[src/rtl/ntc_pkg.sv]
package ntc_pkg;

    localparam int unsigned LOG_FRAC  = 24;
    localparam int unsigned MANT_FRAC = 30;
    localparam int unsigned LOG_W     = 29;
    localparam int unsigned QUOT_W    = 18;

    localparam logic signed [31:0] LN2_Q30 = 32'sd744261118;
    localparam logic signed [18:0] ZERO_C_CENTIK = 19'sd27315;
    localparam logic signed [17:0] TEMP_MAX = 18'sd100000;
    localparam logic signed [17:0] TEMP_MIN = -18'sd27315;

    localparam logic [1:0] ST_VALID = 2'd0;
    localparam logic [1:0] ST_OPEN  = 2'd1;
    localparam logic [1:0] ST_RANGE = 2'd2;

    localparam logic [2:0] REG_ADC_BITS = 3'd0;
    localparam logic [2:0] REG_T0       = 3'd1;
    localparam logic [2:0] REG_R0       = 3'd2;
    localparam logic [2:0] REG_BETA     = 3'd3;
    localparam logic [2:0] REG_R1       = 3'd4;
    localparam logic [2:0] REG_VIN      = 3'd5;

    typedef struct packed {
        logic       special;
        logic [1:0] status;
    } side_t;

    function automatic logic [LOG_FRAC:0] log_entry(input int i, input int tb);
        logic [63:0]       m;
        logic [LOG_FRAC:0] acc;
        int                k;
        m   = (64'(1 << tb) + 64'(i)) << (MANT_FRAC - tb);
        acc = '0;
        if (m >= (64'd1 << (MANT_FRAC + 1)))
        begin
            return (LOG_FRAC + 1)'(1 << LOG_FRAC);
        end
        for (k = 1; k <= int'(LOG_FRAC); k++)
        begin
            m = (m * m) >> MANT_FRAC;
            if (m >= (64'd1 << (MANT_FRAC + 1)))
            begin
                m = m >> 1;
                acc[LOG_FRAC - k] = 1'b1;
            end
        end
        return acc;
    endfunction

endpackage

[src/rtl/ntc_div.sv]
module ntc_div (
    input  logic                          clk,
    input  logic                          rst_n,
    input  logic                          en,
    input  logic                          in_valid,
    input  logic [61:0]                   a,
    input  logic [47:0]                   d,
    input  ntc_pkg::side_t                side_in,
    output logic                          out_valid,
    output logic [ntc_pkg::QUOT_W-1:0]    q,
    output ntc_pkg::side_t                side_out
);

    localparam int N = ntc_pkg::QUOT_W;

    logic                valid_reg [0:N];
    logic [65:0]         rem_reg   [0:N-1];
    logic [47:0]         d_reg     [0:N-1];
    logic [N-1:0]        q_reg     [0:N];
    ntc_pkg::side_t      side_reg  [0:N];
    logic [65:0]         dk        [0:N-1];
    logic [N-1:0]        take;

    logic           ovf;
    ntc_pkg::side_t side0;

    always_comb
    begin
        ovf   = {4'd0, a} >= {d, 18'd0};
        side0 = side_in;
        if (!side_in.special && ovf)
        begin
            side0.special = 1'b1;
            side0.status  = ntc_pkg::ST_RANGE;
        end
        for (int s = 0; s < N; s++)
        begin
            dk[s]   = {18'd0, d_reg[s]} << (N - 1 - s);
            take[s] = rem_reg[s] >= dk[s];
        end
    end

    always_ff @(posedge clk or negedge rst_n)
    begin
        if (!rst_n)
        begin
            for (int s = 0; s <= N; s++)
            begin
                valid_reg[s] <= 1'b0;
            end
        end
        else if (en)
        begin
            valid_reg[0] <= in_valid;
            for (int s = 0; s < N; s++)
            begin
                valid_reg[s+1] <= valid_reg[s];
            end
        end
    end

    always_ff @(posedge clk)
    begin
        if (en)
        begin
            rem_reg[0]  <= {4'd0, a};
            d_reg[0]    <= d;
            q_reg[0]    <= '0;
            side_reg[0] <= side0;
            for (int s = 0; s < N; s++)
            begin
                if (s < N - 1)
                begin
                    rem_reg[s+1] <= take[s] ? rem_reg[s] - dk[s] : rem_reg[s];
                    d_reg[s+1]   <= d_reg[s];
                end
                q_reg[s+1]    <= q_reg[s] | (N'(take[s]) << (N - 1 - s));
                side_reg[s+1] <= side_reg[s];
            end
        end
    end

    assign out_valid = valid_reg[N];
    assign q         = q_reg[N];
    assign side_out  = side_reg[N];

endmodule

[config.mk]
export PLATFORM = sky130hd
export DESIGN_NAME = ntc_div
export DESIGN_NICKNAME = d
export VERILOG_FILES = /design/src/rtl/ntc_pkg.sv /design/src/rtl/ntc_div.sv
export SDC_FILE = /design/constraint.sdc
export NUM_CORES = 2
export LEC_CHECK = 0
export ABC_CLOCK_PERIOD_IN_PS = 5400
export BUFFER_PORTS_ARGS = -buffer_cell sky130_fd_sc_hd__buf_2
export CORE_UTILIZATION = 64
export DETAILED_ROUTE_END_ITERATION = 16
export HOLD_SLACK_MARGIN = 0.05
export PLACE_DENSITY = 0.9
export SYNTH_ARGS = -nofsm -noshare
export SYNTH_HDL_FRONTEND = slang
export SYNTH_SLANG_ARGS = --single-unit
[constraint.sdc]
create_clock -name clk -period 5.4 [get_ports clk]
set_input_delay 0.81 -clock clk [delete_from_list [all_inputs] [get_ports clk]]
set_output_delay 0.81 -clock clk [all_outputs]
set_load 0.02 [all_outputs]
==> impl_metrics.json <==
{
  "cts_root_buffer": "clkbuf_16",
  "cap_violations": 0,
  "drive_gt1_share_pct": 7.038,
  "p_leak_nw": 57.66,
  "dp_slack_ns": 0.5064,
  "ys_top_cells_by_area": "edfxtp_1, ha_1, a21oi_1",
  "cts.sinks": 2295,
  "final_cells": 15170,
  "hold_violations": 0,
  "post-synth-top-count-cell": "edfxtp_1",
  "status": "finished clean",
  "cts_tree": "built",
  "grt_pass1_wl_mm": 515.4,
  "rrSetupSlack_ns": 0.18,
  "grt_pass1_vias": 97340,
  "yosysTopAreaCellShare_pct": 52.36,
  "num_vias": 95310,
  "clk_pin_slew_ns": 0.06,
  "path_buf_inv": 3,
  "ys_seq_area_share_pct": 52.73,
  "place_congestion": 1.056,
  "drc": 0,
  "n_fill_cell": 13520,
  "grt_max_degree": 181,
  "antenna_found_initial": 3,
  "nets": 13330,
  "synth_async_sr_flop_share_pct": 0.8279,
  "synthDistinctLibCells": 108,
  "port-buffer-count": 138,
  "critical_path.startpoint_type": "flop",
  "core_mm2": 0.2023,
  "place_inst": 14720,
  "cp.required_ns": 6.03,
  "start_util_pct": 64.52,
  "crit_path_cell_trace": "inv_1, ha_1, fa_1, nor2b_1, o31ai_1, a21oi_1, a21oi_1, o21ai_1, a21oi_1, o31ai_1, buf_4, a41oi_1, o21ai_1, a21oi_4, buf_12, mux2_2",
  "synth_edf_count": 2276,
  "synth_top_area_cell": "edfxtp_1",
  "critPathCaptureType": "flop",
  "grt-ovfl-total": 0,
  "min_from": "d[47]",
  "worst_pin_slew_ns": 1.453,
  "min_path_type": "in2reg",
  "synth_nets": 13150,
  "clkLatencyLatePin_ns": 0.89,
  "setup.worst_path.class": "reg2reg",
  "drtAntennaViolNets": 0,
  "netlist_area_mm2": 0.1305,
  "avgViaCountPerCell": 6.283,
  "hpwl_mm": 249.8,
  "crit_path_frequent_cell": "a21oi_1",
  "fp.dieArea_mm2": 0.2058,
  "die_w_um": 453.6,
  "final_core_utilization_pct": 70.51,
  "rows": 165,
  "fin_worst_skew_ns": 0.03650,
  "slowest_stage": "a21oi_1",
  "rsz0062_at_grt": "no",
  "ios": 139,
  "drtIter0Drc": 10250,
  "worstPathMaxFanout": 82,
  "worstReg2RegStart": "rem_reg[5][12]",
  "slew-limit-headroom_pct": 2.325,
  "cp-startpoint": "rem_reg[5][12]",
  "p_per_area_mw_per_mm2": 537.8,
  "numCtsBuffers": 232,
  "fmax_mhz": 191.7,
  "die_y_um": 453.6,
  "cts_resized": 0,
  "largest_reg_flops": 1184,
  "htreeDepth": 4,
  "area_growth_pct": 9.299,
  "avgSynthCellArea_um2": 10.78,
  "synthCells": 12110,
  "fin_crit_ns": 5.217,
  "cp_top_family": "compound AO/OA/AOI/OAI gates",
  "fin_crit_sh_pct": 96.61,
  "synth_flop_cell": "edfxtp_1",
  "ys_ff_latch": 2295,
  "p_total_w": 0.07672,
  "final_max_slew_viol_count": 0,
  "critPathMaxStageDelay_ns": 0.50,
  "max-vdd-ir-drop_uv": 378.6,
  "synth_common_cells": "edfxtp_1, a21oi_1, inv_1",
  "wl_per_cell_um": 22.01,
  "wl_mm": 333.8,
  "fin_ws_ns": 0.1831,
  "synth_warnings": 0,
  "grtUsageTotal_pct": 31.95,
  "setup_viol": 0,
  "first_pass_iters": 13,
  "arrival_ns": 5.85,
  "clk_path_buf_depth": 3
}
area by class of cell:
cell class / count / area [um^2] / area share (%)
antenna: 8 / 20.02 / 0.01403
clock buffer: 284 / 6107 / 4.281
clock inverter: 153 / 1582 / 1.109
inverter: 1112 / 4174 / 2.926
multi-input combinational: 8340 / 56220 / 39.41
sequential: 2295 / 68820 / 48.24
tap: 2672 / 3343 / 2.343
timing repair buffer: 305 / 2397 / 1.680
power by group:
group          leakage [nW]  internal (W)  switching, W
sequential             22.3        0.0254       0.00244
combinational          31.6        0.0133        0.0193
clock                  3.74       0.00933       0.00693
total                  57.7        0.0480        0.0287
final timing paths:
kind,to,depth (start not counted)
worst max-delay path,rem_reg[6][16],16
worst min-delay path,d_reg[0][47],1
worst max register to register,rem_reg[6][16],16
worst min register to register,side_reg[10][0],0
max in group asynchronous,valid_reg[5],2
min in group asynchronous,valid_reg[8],2
metrics by stage:
step	hold slack (ns)	cell area (um^2)	setup TNS (ns)
after global routing	0.06321	142700	0
after detailed placement	0.4045	134900	0
final	0.1205	142700	0
after global placement	0.4002	134900	-42.64
after floorplan	0.4003	130500	0
after CTS	0.05077	142600	0
cell families after synthesis:
family                   Yosys count  synth area share [%]
multiplexers                     133                 1.143
XOR/XNOR                         877                 5.890
adder cells (fa/ha/maj)          922                 8.936
AO/OA/AOI/OAI                   3350                 15.74
buffers and inverters           1473                 4.276
AND/OR/NAND/NOR                 3058                 11.29
flip-flops                      2295                 52.73
what timing repair did:
item	CTS	global route
hold buffers	5	0
buffers inserted	0	0
endpoints found under the hold margin	23	0
cell usage in the layout (no fill, tap or decap), types with 103 or more instances in the layout:
cell type / synthesis / final
nand2b_1: 140 / 140
clkbuf_16: 0 / 237
xor2_1: 403 / 403
o21bai_1: 120 / 120
nand4_1: 217 / 217
ha_1: 905 / 905
mux2_2: 126 / 126
buf_4: 5 / 128
nand2_1: 905 / 903
nor3_1: 176 / 176
inv_1: 1109 / 1109
o21a_1: 104 / 103
xnor2_1: 473 / 473
nor2_1: 813 / 811
a21o_1: 502 / 502
o21ai_0: 818 / 818
nor2b_1: 117 / 117
a21oi_1: 1148 / 1148
nand3_1: 186 / 186
nor4_1: 117 / 114
buf_2: 27 / 137
edfxtp_1: 2276 / 2276
layer usage:
layer	GRT usage (%)	share of wire, %	up-vias
met5	0	0	-
met2	60.35	53	4244
met3	3.881	4.5	1359
met4	26.58	9.5	0
li1	-	-	44830
met1	30.68	33	44880
No activity file was read; power rests on OpenSTA's default activity.
